==> src/hw/rtl/utf8dc_pkg.sv <==
`timescale 1ns / 1ps
// ----------------------------------------------------------------------------
// utf8dc_pkg
// Types, constants and the lead byte table of the UTF-8 decoder.
// ----------------------------------------------------------------------------
package utf8dc_pkg;

  localparam int unsigned CP_W   = 21;
  localparam int unsigned IDX_W  = 16;
  localparam int unsigned BYTE_W = 8;

  // Longest string handled; byte offsets saturate below it.
  localparam logic [32:0] MAX_BYTES  = 33'd65536;
  localparam logic [15:0] OFFSET_CAP = ((MAX_BYTES - 33'd1) < 33'd65535) ?
                                       16'(MAX_BYTES - 33'd1) : 16'hFFFF;
  localparam logic [15:0] INDEX_CAP  = 16'hFFFF;

  localparam logic [CP_W-1:0]   REPLACEMENT = 21'h00FFFD;
  localparam logic [BYTE_W-1:0] CONT_MASK   = 8'd63;
  localparam logic [BYTE_W-1:0] LEAD2_MASK  = 8'd31;
  localparam logic [BYTE_W-1:0] LEAD3_MASK  = 8'd15;
  localparam logic [BYTE_W-1:0] LEAD4_MASK  = 8'd7;

  localparam logic KIND_CHAR    = 1'b0;
  localparam logic KIND_SUMMARY = 1'b1;

  localparam int unsigned CFG_IDX_W  = 1;
  localparam int unsigned CFG_DATA_W = 16;
  localparam logic [CFG_IDX_W-1:0] CFG_VIEW_START = 1'b0;
  localparam logic [CFG_IDX_W-1:0] CFG_VIEW_COUNT = 1'b1;

  localparam logic [2:0] LEN_BAD = 3'd0;
  localparam logic [2:0] LEN_1   = 3'd1;
  localparam logic [2:0] LEN_2   = 3'd2;
  localparam logic [2:0] LEN_3   = 3'd3;
  localparam logic [2:0] LEN_4   = 3'd4;

  typedef struct packed {
    logic             kind;
    logic [CP_W-1:0]  codepoint;
    logic [IDX_W-1:0] char_index;
    logic [IDX_W-1:0] byte_offset;
    logic [IDX_W-1:0] char_count;
    logic [IDX_W-1:0] view_offset;
    logic [IDX_W-1:0] view_size;
    logic             last;
  } result_t;

  typedef struct packed {
    logic [1:0]       rem;
    logic [CP_W-1:0]  acc;
    logic [IDX_W-1:0] cso;
    logic [IDX_W-1:0] byte_cnt;
    logic [IDX_W-1:0] char_cnt;
    logic [IDX_W-1:0] vbo;
    logic [IDX_W-1:0] veo;
    logic [1:0]       vflags;   // bit 0 view begun, bit 1 view ended
  } state_t;

  typedef struct packed {
    logic [IDX_W-1:0] view_start;
    logic [IDX_W-1:0] view_count;
  } cfg_t;

  function automatic logic [2:0] lead_length(input logic [BYTE_W-1:0] b);
    logic [2:0] len;
    if (b < 8'h80)      len = LEN_1;
    else if (b < 8'hC2) len = LEN_BAD;
    else if (b < 8'hE0) len = LEN_2;
    else if (b < 8'hF0) len = LEN_3;
    else if (b < 8'hF5) len = LEN_4;
    else                len = LEN_BAD;
    return len;
  endfunction

endpackage

==> src/hw/rtl/utf8_decode_count_substring_core.sv <==
`timescale 1ns / 1ps
// ----------------------------------------------------------------------------
// utf8_decode_count_substring_core
// UTF-8 byte stream decoder with character count and substring view window.
//
//   channel  dir  handshake           words
//   in_      in   in_valid/in_stall   one string byte
//   out_     out  out_valid/out_stall decoded character or end summary
//   cfg_     in   cfg_we              view_start, view_count
//
// One byte is taken per cycle while in_stall is low; its results are written
// to a four-entry queue at the same edge and are read from its head on out_.
// A byte makes at most one word, except a terminator after a truncated
// character, which makes two.
// in_stall is high while the queue holds three or more words.
// Reset is synchronous; it clears the string state and the queue and sets
// view_start to 0 and view_count to 1.
// ----------------------------------------------------------------------------
module utf8_decode_count_substring_core (
  input  logic                                clk,
  input  logic                                rst_n,
  input  logic                                in_valid,
  output logic                                in_stall,
  input  logic [utf8dc_pkg::BYTE_W-1:0]       in_byte_in,
  output logic                                out_valid,
  input  logic                                out_stall,
  output logic                                out_kind,
  output logic [utf8dc_pkg::CP_W-1:0]         out_codepoint,
  output logic [utf8dc_pkg::IDX_W-1:0]        out_char_index,
  output logic [utf8dc_pkg::IDX_W-1:0]        out_byte_offset,
  output logic [utf8dc_pkg::IDX_W-1:0]        out_char_count,
  output logic [utf8dc_pkg::IDX_W-1:0]        out_view_offset,
  output logic [utf8dc_pkg::IDX_W-1:0]        out_view_size,
  output logic                                out_last,
  input  logic                                cfg_we,
  input  logic [utf8dc_pkg::CFG_IDX_W-1:0]    cfg_index,
  input  logic [utf8dc_pkg::CFG_DATA_W-1:0]   cfg_wdata
);
  import utf8dc_pkg::*;

  cfg_t       cfg_r;
  state_t     st_r;
  state_t     st_nxt;
  result_t    res0;
  result_t    res1;
  result_t    head;
  logic [1:0] nres;
  logic [1:0] push_n;
  logic       in_acc;
  logic       out_pop;
  logic       q_not_empty;
  logic       q_room2;
  logic [2:0] q_cnt;

  assign in_stall = !q_room2;
  assign in_acc   = in_valid && !in_stall;
  assign out_pop  = q_not_empty && !out_stall;
  assign push_n   = in_acc ? nres : 2'd0;

  always_ff @(posedge clk) begin
    if (!rst_n) begin
      cfg_r.view_start <= '0;
      cfg_r.view_count <= 16'd1;
    end else if (cfg_we) begin
      case (cfg_index)
        CFG_VIEW_START: cfg_r.view_start <= cfg_wdata;
        CFG_VIEW_COUNT: cfg_r.view_count <= cfg_wdata;
        default: ;
      endcase
    end
  end

  always_ff @(posedge clk) begin
    if (!rst_n) begin
      st_r <= '0;
    end else if (in_acc) begin
      st_r <= st_nxt;
    end
  end

  utf8dc_step u_step (
    .st      (st_r),
    .cfg     (cfg_r),
    .byte_in (in_byte_in),
    .st_nxt  (st_nxt),
    .res0    (res0),
    .res1    (res1),
    .nres    (nres)
  );

  utf8dc_outq u_outq (
    .clk       (clk),
    .rst_n     (rst_n),
    .push_n    (push_n),
    .push0     (res0),
    .push1     (res1),
    .pop       (out_pop),
    .head      (head),
    .not_empty (q_not_empty),
    .room2     (q_room2),
    .count     (q_cnt)
  );

  assign out_valid       = q_not_empty;
  assign out_kind        = head.kind;
  assign out_codepoint   = head.codepoint;
  assign out_char_index  = head.char_index;
  assign out_byte_offset = head.byte_offset;
  assign out_char_count  = head.char_count;
  assign out_view_offset = head.view_offset;
  assign out_view_size   = head.view_size;
  assign out_last        = head.last;

  a_q_bound: assert property (@(posedge clk) disable iff (!rst_n)
    q_cnt <= 3'd4)
    else $error("result queue overfilled");

  a_term_clears: assert property (@(posedge clk) disable iff (!rst_n)
    in_acc && in_byte_in == '0 |=> st_r == '0)
    else $error("string state not cleared after terminator");

  a_pop_only: assert property (@(posedge clk) disable iff (!rst_n)
    !in_acc && out_pop |=> q_cnt == $past(q_cnt) - 3'd1)
    else $error("queue count wrong on pop");

  a_cont_after_lead: assert property (@(posedge clk) disable iff (!rst_n)
    st_r.rem != 2'd0 |-> st_r.byte_cnt >= st_r.cso && st_r.byte_cnt != '0)
    else $error("pending character without its lead byte");

endmodule

==> src/hw/rtl/utf8dc_step.sv <==
`timescale 1ns / 1ps
// ----------------------------------------------------------------------------
// utf8dc_step
// Per-byte decode: next string state and up to two result words.
// ----------------------------------------------------------------------------
module utf8dc_step (
  input  utf8dc_pkg::state_t                   st,
  input  utf8dc_pkg::cfg_t                     cfg,
  input  logic [utf8dc_pkg::BYTE_W-1:0]        byte_in,
  output utf8dc_pkg::state_t                   st_nxt,
  output utf8dc_pkg::result_t                  res0,
  output utf8dc_pkg::result_t                  res1,
  output logic [1:0]                           nres
);
  import utf8dc_pkg::*;

  logic [IDX_W-1:0] cc_inc;
  logic [IDX_W-1:0] bc_inc;
  logic [IDX_W:0]   view_end_idx;
  logic [IDX_W-1:0] cnt_fin;
  logic [IDX_W-1:0] begin_off;
  logic [IDX_W-1:0] end_off;
  logic [CP_W-1:0]  acc_new;
  logic [2:0]       lead_len;
  result_t          summ;

  assign cc_inc       = (st.char_cnt != INDEX_CAP) ? st.char_cnt + 16'd1 : st.char_cnt;
  assign bc_inc       = (st.byte_cnt < OFFSET_CAP) ? st.byte_cnt + 16'd1 : st.byte_cnt;
  assign view_end_idx = {1'b0, cfg.view_start} + {1'b0, cfg.view_count};
  assign acc_new      = {st.acc[CP_W-7:0], byte_in[5:0] & CONT_MASK[5:0]};
  assign lead_len     = lead_length(byte_in);

  always_comb begin
    st_nxt    = st;
    res0      = '0;
    res1      = '0;
    nres      = 2'd0;
    cnt_fin   = st.char_cnt;
    begin_off = st.vflags[0] ? st.vbo : st.byte_cnt;
    end_off   = st.vflags[1] ? st.veo : st.byte_cnt;
    summ      = '0;

    if (byte_in == '0) begin
      // terminator: flush a truncated character, then the summary
      if (st.rem != 2'd0) begin
        res0.kind        = KIND_CHAR;
        res0.codepoint   = REPLACEMENT;
        res0.char_index  = st.char_cnt;
        res0.byte_offset = st.cso;
        cnt_fin          = cc_inc;
      end
      if (end_off < begin_off) end_off = begin_off;
      summ.kind        = KIND_SUMMARY;
      summ.byte_offset = st.byte_cnt;
      summ.char_count  = cnt_fin;
      summ.view_offset = begin_off;
      summ.view_size   = end_off - begin_off;
      summ.last        = 1'b1;
      if (st.rem != 2'd0) begin
        res1 = summ;
        nres = 2'd2;
      end else begin
        res0 = summ;
        nres = 2'd1;
      end
      st_nxt = '0;
    end else if (st.rem != 2'd0) begin
      st_nxt.acc      = acc_new;
      st_nxt.rem      = st.rem - 2'd1;
      st_nxt.byte_cnt = bc_inc;
      if (st.rem == 2'd1) begin
        res0.kind        = KIND_CHAR;
        res0.codepoint   = acc_new;
        res0.char_index  = st.char_cnt;
        res0.byte_offset = st.cso;
        nres             = 2'd1;
        st_nxt.char_cnt  = cc_inc;
      end
    end else begin
      if (!st.vflags[0] && st.char_cnt == cfg.view_start) begin
        st_nxt.vbo       = st.byte_cnt;
        st_nxt.vflags[0] = 1'b1;
      end
      if (!st.vflags[1] && {1'b0, st.char_cnt} == view_end_idx) begin
        st_nxt.veo       = st.byte_cnt;
        st_nxt.vflags[1] = 1'b1;
      end
      st_nxt.byte_cnt = bc_inc;
      case (lead_len)
        LEN_1: begin
          res0.kind        = KIND_CHAR;
          res0.codepoint   = CP_W'(byte_in);
          res0.char_index  = st.char_cnt;
          res0.byte_offset = st.byte_cnt;
          nres             = 2'd1;
          st_nxt.char_cnt  = cc_inc;
        end
        LEN_2: begin
          st_nxt.acc = CP_W'(byte_in & LEAD2_MASK);
          st_nxt.rem = 2'd1;
          st_nxt.cso = st.byte_cnt;
        end
        LEN_3: begin
          st_nxt.acc = CP_W'(byte_in & LEAD3_MASK);
          st_nxt.rem = 2'd2;
          st_nxt.cso = st.byte_cnt;
        end
        LEN_4: begin
          st_nxt.acc = CP_W'(byte_in & LEAD4_MASK);
          st_nxt.rem = 2'd3;
          st_nxt.cso = st.byte_cnt;
        end
        default: begin
          res0.kind        = KIND_CHAR;
          res0.codepoint   = REPLACEMENT;
          res0.char_index  = st.char_cnt;
          res0.byte_offset = st.byte_cnt;
          nres             = 2'd1;
          st_nxt.char_cnt  = cc_inc;
        end
      endcase
    end
  end

endmodule

==> src/hw/rtl/utf8dc_outq.sv <==
`timescale 1ns / 1ps
// ----------------------------------------------------------------------------
// utf8dc_outq
// Four-entry result queue; takes up to two words a cycle, gives one.
// ----------------------------------------------------------------------------
module utf8dc_outq (
  input  logic                 clk,
  input  logic                 rst_n,
  input  logic [1:0]           push_n,
  input  utf8dc_pkg::result_t  push0,
  input  utf8dc_pkg::result_t  push1,
  input  logic                 pop,
  output utf8dc_pkg::result_t  head,
  output logic                 not_empty,
  output logic                 room2,
  output logic [2:0]           count
);
  import utf8dc_pkg::*;

  result_t    q_r [4];
  logic [1:0] wp_r, wp_nxt;
  logic [1:0] rp_r, rp_nxt;
  logic [2:0] cnt_r, cnt_nxt;

  assign head      = q_r[rp_r];
  assign not_empty = (cnt_r != 3'd0);
  assign room2     = (cnt_r <= 3'd2);
  assign count     = cnt_r;

  assign wp_nxt  = wp_r + push_n;
  assign rp_nxt  = rp_r + {1'b0, pop};
  assign cnt_nxt = cnt_r + {1'b0, push_n} - {2'b0, pop};

  always_ff @(posedge clk) begin
    if (!rst_n) begin
      wp_r  <= '0;
      rp_r  <= '0;
      cnt_r <= '0;
    end else begin
      wp_r  <= wp_nxt;
      rp_r  <= rp_nxt;
      cnt_r <= cnt_nxt;
    end
  end

  always_ff @(posedge clk) begin
    if (push_n != 2'd0) begin
      q_r[wp_r] <= push0;
    end
    if (push_n == 2'd2) begin
      q_r[wp_r + 2'd1] <= push1;
    end
  end

endmodule
==> config.mk <==
export PLATFORM = sky130hd
export DESIGN_NAME = utf8_decode_count_substring_core
export DESIGN_NICKNAME = d
export VERILOG_FILES = /design/src/hw/rtl/utf8dc_pkg.sv /design/src/hw/rtl/utf8_decode_count_substring_core.sv /design/src/hw/rtl/utf8dc_step.sv /design/src/hw/rtl/utf8dc_outq.sv
export SDC_FILE = /design/constraint.sdc
export NUM_CORES = 1
export LEC_CHECK = 0
export BUFFER_PORTS_ARGS = -buffer_cell sky130_fd_sc_hd__buf_2
export CELL_PAD_IN_SITES_DETAIL_PLACEMENT = 2
export CELL_PAD_IN_SITES_GLOBAL_PLACEMENT = 2
export CORE_UTILIZATION = 43
export CTS_CLUSTER_SIZE = 16
export DETAILED_ROUTE_END_ITERATION = 16
export HOLD_SLACK_MARGIN = 0.02
export PLACE_DENSITY = 0.83
export SYNTH_ARGS = -nofsm -noshare
export SYNTH_HDL_FRONTEND = slang
export SYNTH_HIERARCHICAL = 1
export SYNTH_SLANG_ARGS = --single-unit
==> constraint.sdc <==
create_clock -name clk -period 13.95 [get_ports clk]
set_input_delay 2.0925 -clock clk [delete_from_list [all_inputs] [get_ports clk]]
set_output_delay 2.0925 -clock clk [all_outputs]
set_load 0.01 [all_outputs]
==> key figures, run 1 <==
Status
  – Status: finished, final reports clean

Min path
  – HP Class: flop to flop
  – Worst hold path stage count: 2

GRT
  – Initial antenna violation count: 1
  – Vias in the first global route: 25,845
  – Congestion Overflow GR: 0
  – First-pass GRT wire length: 167.8 mm
  – Largest net degree at the start of global routing: 111
  – GRT Resource Usage Total: 29.13%

STA
  – Peak Freq: 0.1394 GHz
  – Fin worst setup slack: 6.777 ns
  – Slew headroom: 6.366%
  – Fin crit period: 7.173 ns
  – Final Max Tran Viols: 0
  – Setup TNS: 0 ns
  – Final setup fails: 0
  – RSZ-0062 raised after global routing: false
  – Final Hold Fails: 0
  – Clock Skews: 0.03881 ns
  – Final Cycle Share: 51.42%
  – Worst Tran Pin Value: 1.385 ns

Layout
  – Register area: 15,140 um^2
  – Filler cell count: 7,109
  – Post-Route Utilization: 47.77%
  – P&R area growth vs syn: 9.031%
  – Ratio of cells with drive above 1 in the final layout: 28.14%
  – Nets: 2,818
  – Multi-input logic area: 15,530 um^2
  – Commonest non-fill, non-tap cell in the layout: edfxtp_1
  – Cell area after layout: 35,090 um^2
  – Commonest non-fill, non-tap cells in the layout: edfxtp_1 (412), mux2_2 (335), nand2_1 (277)
  – Ant diodes: 0

Floorplan
  – Die ar.: 75,950 um^2
  – Initial Util: 43.82%
  – Die Width: 275.6 um
  – Site row count: 99
  – Core ar.: 73,450 um^2
  – # IOs: 135
  – Die height: 275.6 um

Detailed routing
  – Drt wl/cell: 29.70 um
  – Routed WL: 111.0 mm
  – Iter 0 DRT Violations: 1,657
  – DRC errors left: 0
  – Via count: 23,529
  – Vias per cell: 6.295
  – Post-route ant nets: 0
  – Drt pass-1 iters: 5

Pwr
  – Peak VDD IR: 0.08858 mV
  – Final total power: 5.369 mW
  – Switching part of the total power: 34.65%
  – Cell Int Power: 3.509 mW
  – P_leak: 12.93 nW
  – Comb power frac: 30.2%
  – Flop pwr share: 37.1%
  – Power share of the clock group: 32.8%
  – PwrDens: 153.0 nW/um^2
  – Net switching power: 1.860 mW

CTS
  – H-tree lvl count: 3
  – CTS resizes: 0
  – Clock latency on the worst-skew pair: 0.64 ns
  – Total clock sinks: 550
  – Root buf cell: clkbuf_16
  – CTS tree: done
  – Clock transition at path regs: 0.06 ns
  – CTS max path bufs: 3
  – CTS buffer count: 66
  – CTS Hold Bufs: 0
  – # Post-CTS Setup Buffers: 0

Critical path
  – Worst reg-to-reg path cell count: 22
  – Max FO, Critical Path: 52
  – Worst setup SP type: input port
  – Critical Path RT: 14.31 ns
  – Critical Path End Type: flop
  – Crit Path Class: input port to flop
  – CP Data Arrival Time: 7.53 ns

Place
  – Pre-CTS setup slack: 6.507 ns
  – Post-DP Area: 32,980 um^2
  – HPWL Detailed: 65.09 mm
  – GPL Wtd Cong: 0.8386
  – Buffers on Ports: 134

Synth
  – Syn Std Cell Area: 32,180 um^2
  – Synth Instances: 2,733
  – Syn Area/Cell: 11.78 um^2
  – YS warnings: 6

Flow run
  – Max_cap viols: 0
power groups by stage:
stage / Sequential (mW) / Combinational (mW) / Clock, mW
floorplan: 1.98 / 1.06 / 0
global placement: 2.00 / 1.52 / 0
detailed placement: 2.02 / 1.59 / 0
CTS: 1.99 / 1.62 / 1.78
global route: 2.00 / 1.72 / 1.83
finish: 1.99 / 1.62 / 1.76
worst max-delay path: stages:
cell      delay (ns)
buf_2           0.14
o21ai_0         0.18
nor4b_1         1.12
a41oi_2         0.04
buf_4           0.34
nor2_1          0.22
or2_2           0.33
o21ai_0         0.13
and3_1          0.38
and4bb_4        1.18
buf_4           0.87
mux2_2          0.43
cell type report:
class                           count  share of cell area (%)
Inverter                           23                  0.2460
Sequential cell                   550                   43.15
Timing Repair Buffer              178                   2.913
Multi-Input combinational cell   1912                   44.26
Tap cell                          959                   3.419
Clock inverter                     23                  0.7274
Clock buffer                       93                   5.288
layer usage:
layer	vias up	wire length [um]	share of wire (%)	global-route usage [%]
met4	0	3646	3.3	10.19
met1	12377	44910	40	36.11
met5	-	0	0	0
met3	227	4892	4.4	3.715
met2	790	57580	52	51.91
li1	10135	-	-	-
flip-flops by register name, indices dropped and copies added (netlist names):
| name | cells |
|---|---|
| u_outq/count | 3 |
| u_outq/rp_r | 2 |
| cfg_r | 32 |
| st_r | 99 |
| u_outq/q_r | 412 |
| u_outq/wp_r | 2 |
path summary, 6_finish.rpt:
kind | from | to | slack, ns
worst min-delay path | cfg_r[15] | cfg_r[15] | 0.47
worst max-delay path | in_byte_in[0] | u_outq/q_r[3][38] | 6.78
worst max register to register | st_r[1] | u_outq/q_r[3][13] | 7.43
worst min register to register | cfg_r[15] | cfg_r[15] | 0.47
stage by stage:
step | std cells | hold WS [ns]
final | 3738 | 0.4712
after CTS | 3738 | 0.4795
after floorplan | 2769 | 0.4326
after global placement | 3622 | 0.4496
after global routing | 3738 | 0.4987
after detailed placement | 3622 | 0.4704
Power figures use the tool's default switching activity.
==> run 2, diff against run 1 <==
Settings changed: CORE_UTILIZATION 43 to 39, PLACE_DENSITY 0.83 to 0.8.
Clock period 13.95 ns to 6.05 ns, I/O delays scaled along.
==> run 2 against run 1 <==
  * Via count shrank 0.88%
  * Cell area up 1.7%
  * Combinational power grew 120%
  * Sequential power increased by 130%
  * Clock-buffer cell count shrank 5
  * Utilization down 3.7 points
  * First-iteration DRC count shrank 3.1%
  * Critical path depth rose by 10
  * Sequential share of layout area shrank 0.74 points
  * Critical endpoint is now u_outq/q_r[1][16]
  * Global-route usage is 3.3 points lower
  * Setup slack got worse by 6.5 ns
==> key figures, run 2 (synthesis gave the netlist of run 1 again) <==
Status
  – Status: finished, final reports clean

Min path
  – HP Class: flop to flop
  – Hold Crit Start: cfg_r[11]
  – Worst Hold End: cfg_r[11]
  – Worst hold path stage count: 2 (unchanged)

GRT
  – Congestion Overflow GR: 0 (unchanged)
  – Initial antenna violation count: 1 (unchanged)
  – GRT Resource Usage Total: 25.80% (-3.3 points)
  – Vias in the first global route: 26,190 (+1.3%)
  – Largest net degree at the start of global routing: 133 (+20%)
  – First-pass GRT wire length: 165.0 mm (-1.7%)

Critical path
  – CP Data Arrival Time: 6.12 ns (-1.41 ns)
  – Worst R2R End: u_outq/q_r[1][16]
  – Critical Path End Type: flop
  – Crit Path Class: flop to flop
  – Critical Path RT: 6.39 ns (-7.92 ns)
  – Worst r2r src: st_r[0]
  – R2r setup slk: 0.26 ns (-7.17 ns)
  – Worst reg-to-reg path cell count: 22 (unchanged)
  – Worst setup SP type: flop
  – Max FO, Critical Path: 23 (-56%)

Layout
  – Filler cell count: 8,061 (+13%)
  – Register area: 15,140 um^2 (about the same)
  – Commonest non-fill, non-tap cell in the layout: edfxtp_1
  – Cell Count, Final, Fillers Out: 3,869 (+3.5%)
  – Multi-input logic area: 15,550 um^2 (+0.12%)
  – Largest register FFs: 412 (unchanged)
  – Ratio of cells with drive above 1 in the final layout: 29.23% (+1.1 points)
  – P&R area growth vs syn: 10.94%
  – Commonest non-fill, non-tap cells in the layout: edfxtp_1 (412), mux2_2 (335), nand2_1 (277)
  – Most flops, register: u_outq/q_r
  – Ant diodes: 0 (unchanged)
  – Nets: 2,846 (+0.99%)
  – Cell area after layout: 35,700 um^2 (+1.7%)
  – Regs by FF count: u_outq/q_r: 412 flops, st_r: 99 flops, cfg_r: 32 flops

Detailed routing
  – Post-route ant nets: 0 (unchanged)
  – Drt wl/cell: 27.79 um (-6.5%)
  – Vias per cell: 6.028 (-4.2%)
  – Via count: 23,321 (-0.88%)
  – Routed WL: 107.5 mm (-3.2%)
  – Iter 0 DRT Violations: 1,606 (-3.1%)
  – DRC errors left: 0 (unchanged)
  – Drt pass-1 iters: 7 (+2)

STA
  – Final Hold Fails: 0 (unchanged)
  – Setup TNS: 0 ns (unchanged)
  – RSZ-0062 raised after global routing: false
  – Final Cycle Share: 95.64%
  – Peak Freq: 0.1728 GHz
  – Worst Tran Pin Value: 1.160 ns (-0.2254 ns)
  – Fin crit period: 5.786 ns
  – Final Max Tran Viols: 0 (unchanged)
  – Clock Skews: 0.04937 ns (+0.01057 ns)
  – Final setup fails: 0 (unchanged)
  – Slew headroom: 22.37% (+16 points)

Place
  – GPL Wtd Cong: 0.8244 (-1.7%)
  – HPWL Detailed: 67.52 mm (+3.7%)
  – Placed Cells: 3,750 (+3.5%)
  – Post-DP Area: 33,510 um^2 (+1.6%)
  – Buffers on Ports: 134 (unchanged)

Pwr
  – Final total power: 12.28 mW (+130%)
  – P_leak: 13.17 nW (+1.8%)
  – Peak VDD IR: 0.1610 mV (+82%)
  – PwrDens: 344.0 nW/um^2 (+120%)

CTS
  – CTS tree: done
  – Clock latency on the worst-skew pair: 0.63 ns (about the same)
  – Root buf cell: clkbuf_16
  – # Post-CTS Setup Buffers: 0 (unchanged)
  – CTS buffer count: 67 (+1.5%)
  – H-tree lvl count: 3 (unchanged)
  – CTS max path bufs: 3 (unchanged)
  – Clock transition at path regs: 0.06 ns (about the same)
  – Total clock sinks: 550 (unchanged)

Floorplan
  – Initial Util: 39.70% (-4.1 points)
  – Core ar.: 81,070 um^2 (+10%)
  – Die height: 289.3 um (+5.0%)
  – Site row count: 104 (+5.1%)
  – Die Width: 289.3 um (+5.0%)
  – Die ar.: 83,680 um^2 (+10%)
  – # IOs: 135 (unchanged)

Flow run
  – Max_cap viols: 0 (unchanged)
run 2: critical path, stage by stage, from the launching register on:
cell and delay [ns]:
dfxtp_1 0.41, buf_4 0.36, mux2i_1 0.25, buf_4 0.17
ha_1 0.24, a21o_1 0.16, a21o_1 0.19, a221oi_1 0.38
o21a_1 0.19, o21a_1 0.34, buf_4 0.32, nor2_1 0.08
a21oi_1 0.13, ha_1 0.32, a21o_1 0.24, o311ai_0 0.40
a21oi_1 0.16, o211ai_1 0.28, nand3_1 0.13, o211ai_1 0.14
xnor2_1 0.18, nor2_1 0.13, mux2_2 0.30
run 2: layout make-up:
class | count | area share, %
Tap cell | 1060 | 3.715
Sequential cell | 550 | 42.41
Clock buffer | 88 | 5.151
Timing Repair Buffer | 205 | 4.002
Clock inverter | 31 | 0.9287
Multi-Input combinational cell | 1912 | 43.55
Inverter | 23 | 0.2418
run 2: through the flow:
stage	setup slack [ns]	hold WS (ns)	util, %
floorplan	-1.816	0.4326	-
global placement	0.6950	0.4544	41.33
detailed placement	0.3387	0.4665	41.34
CTS	0.2012	0.4750	44.02
global route	0.009308	0.4980	44.04
finish	0.2635	0.4672	44.04
run 2: power by group:
group / internal, mW / leakage (nW) / switching [mW]
clock: 2.37 / 1.06 / 1.70
combinational: 1.44 / 7.07 / 2.18
sequential: 4.36 / 5.04 / 0.230
total: 8.17 / 13.2 / 4.11
run 2: how the worst max path moves through the flow:
stage | to | from | slack, ns | depth (start not counted)
3_5_place_dp | u_outq/q_r[1][16] | st_r[0] | 0.34 | 20
3_3_place_gp | u_outq/q_r[0][13] | st_r[1] | 0.70 | 23
5_1_grt | u_outq/q_r[1][16] | st_r[0] | 0.009 | 22
6_report | u_outq/q_r[1][16] | st_r[0] | 0.26 | 22
4_1_cts | u_outq/q_r[1][16] | st_r[0] | 0.20 | 20
2_1_floorplan | u_outq/q_r[1][0] | in_byte_in[7] | -1.82 | 11
run 2: what timing repair did:
item	in CTS	in global routing
endpoints found under the hold margin	0	0
gates resized for setup	0	7
hold buffers	0	0
setup endpoints to repair	0	13
run 2: routing by layer:
layer,track usage (%),share of wire (%)
met5,0,0
met4,8.908,3.1
met3,2.890,3.6
met2,46.56,52
met1,31.73,41
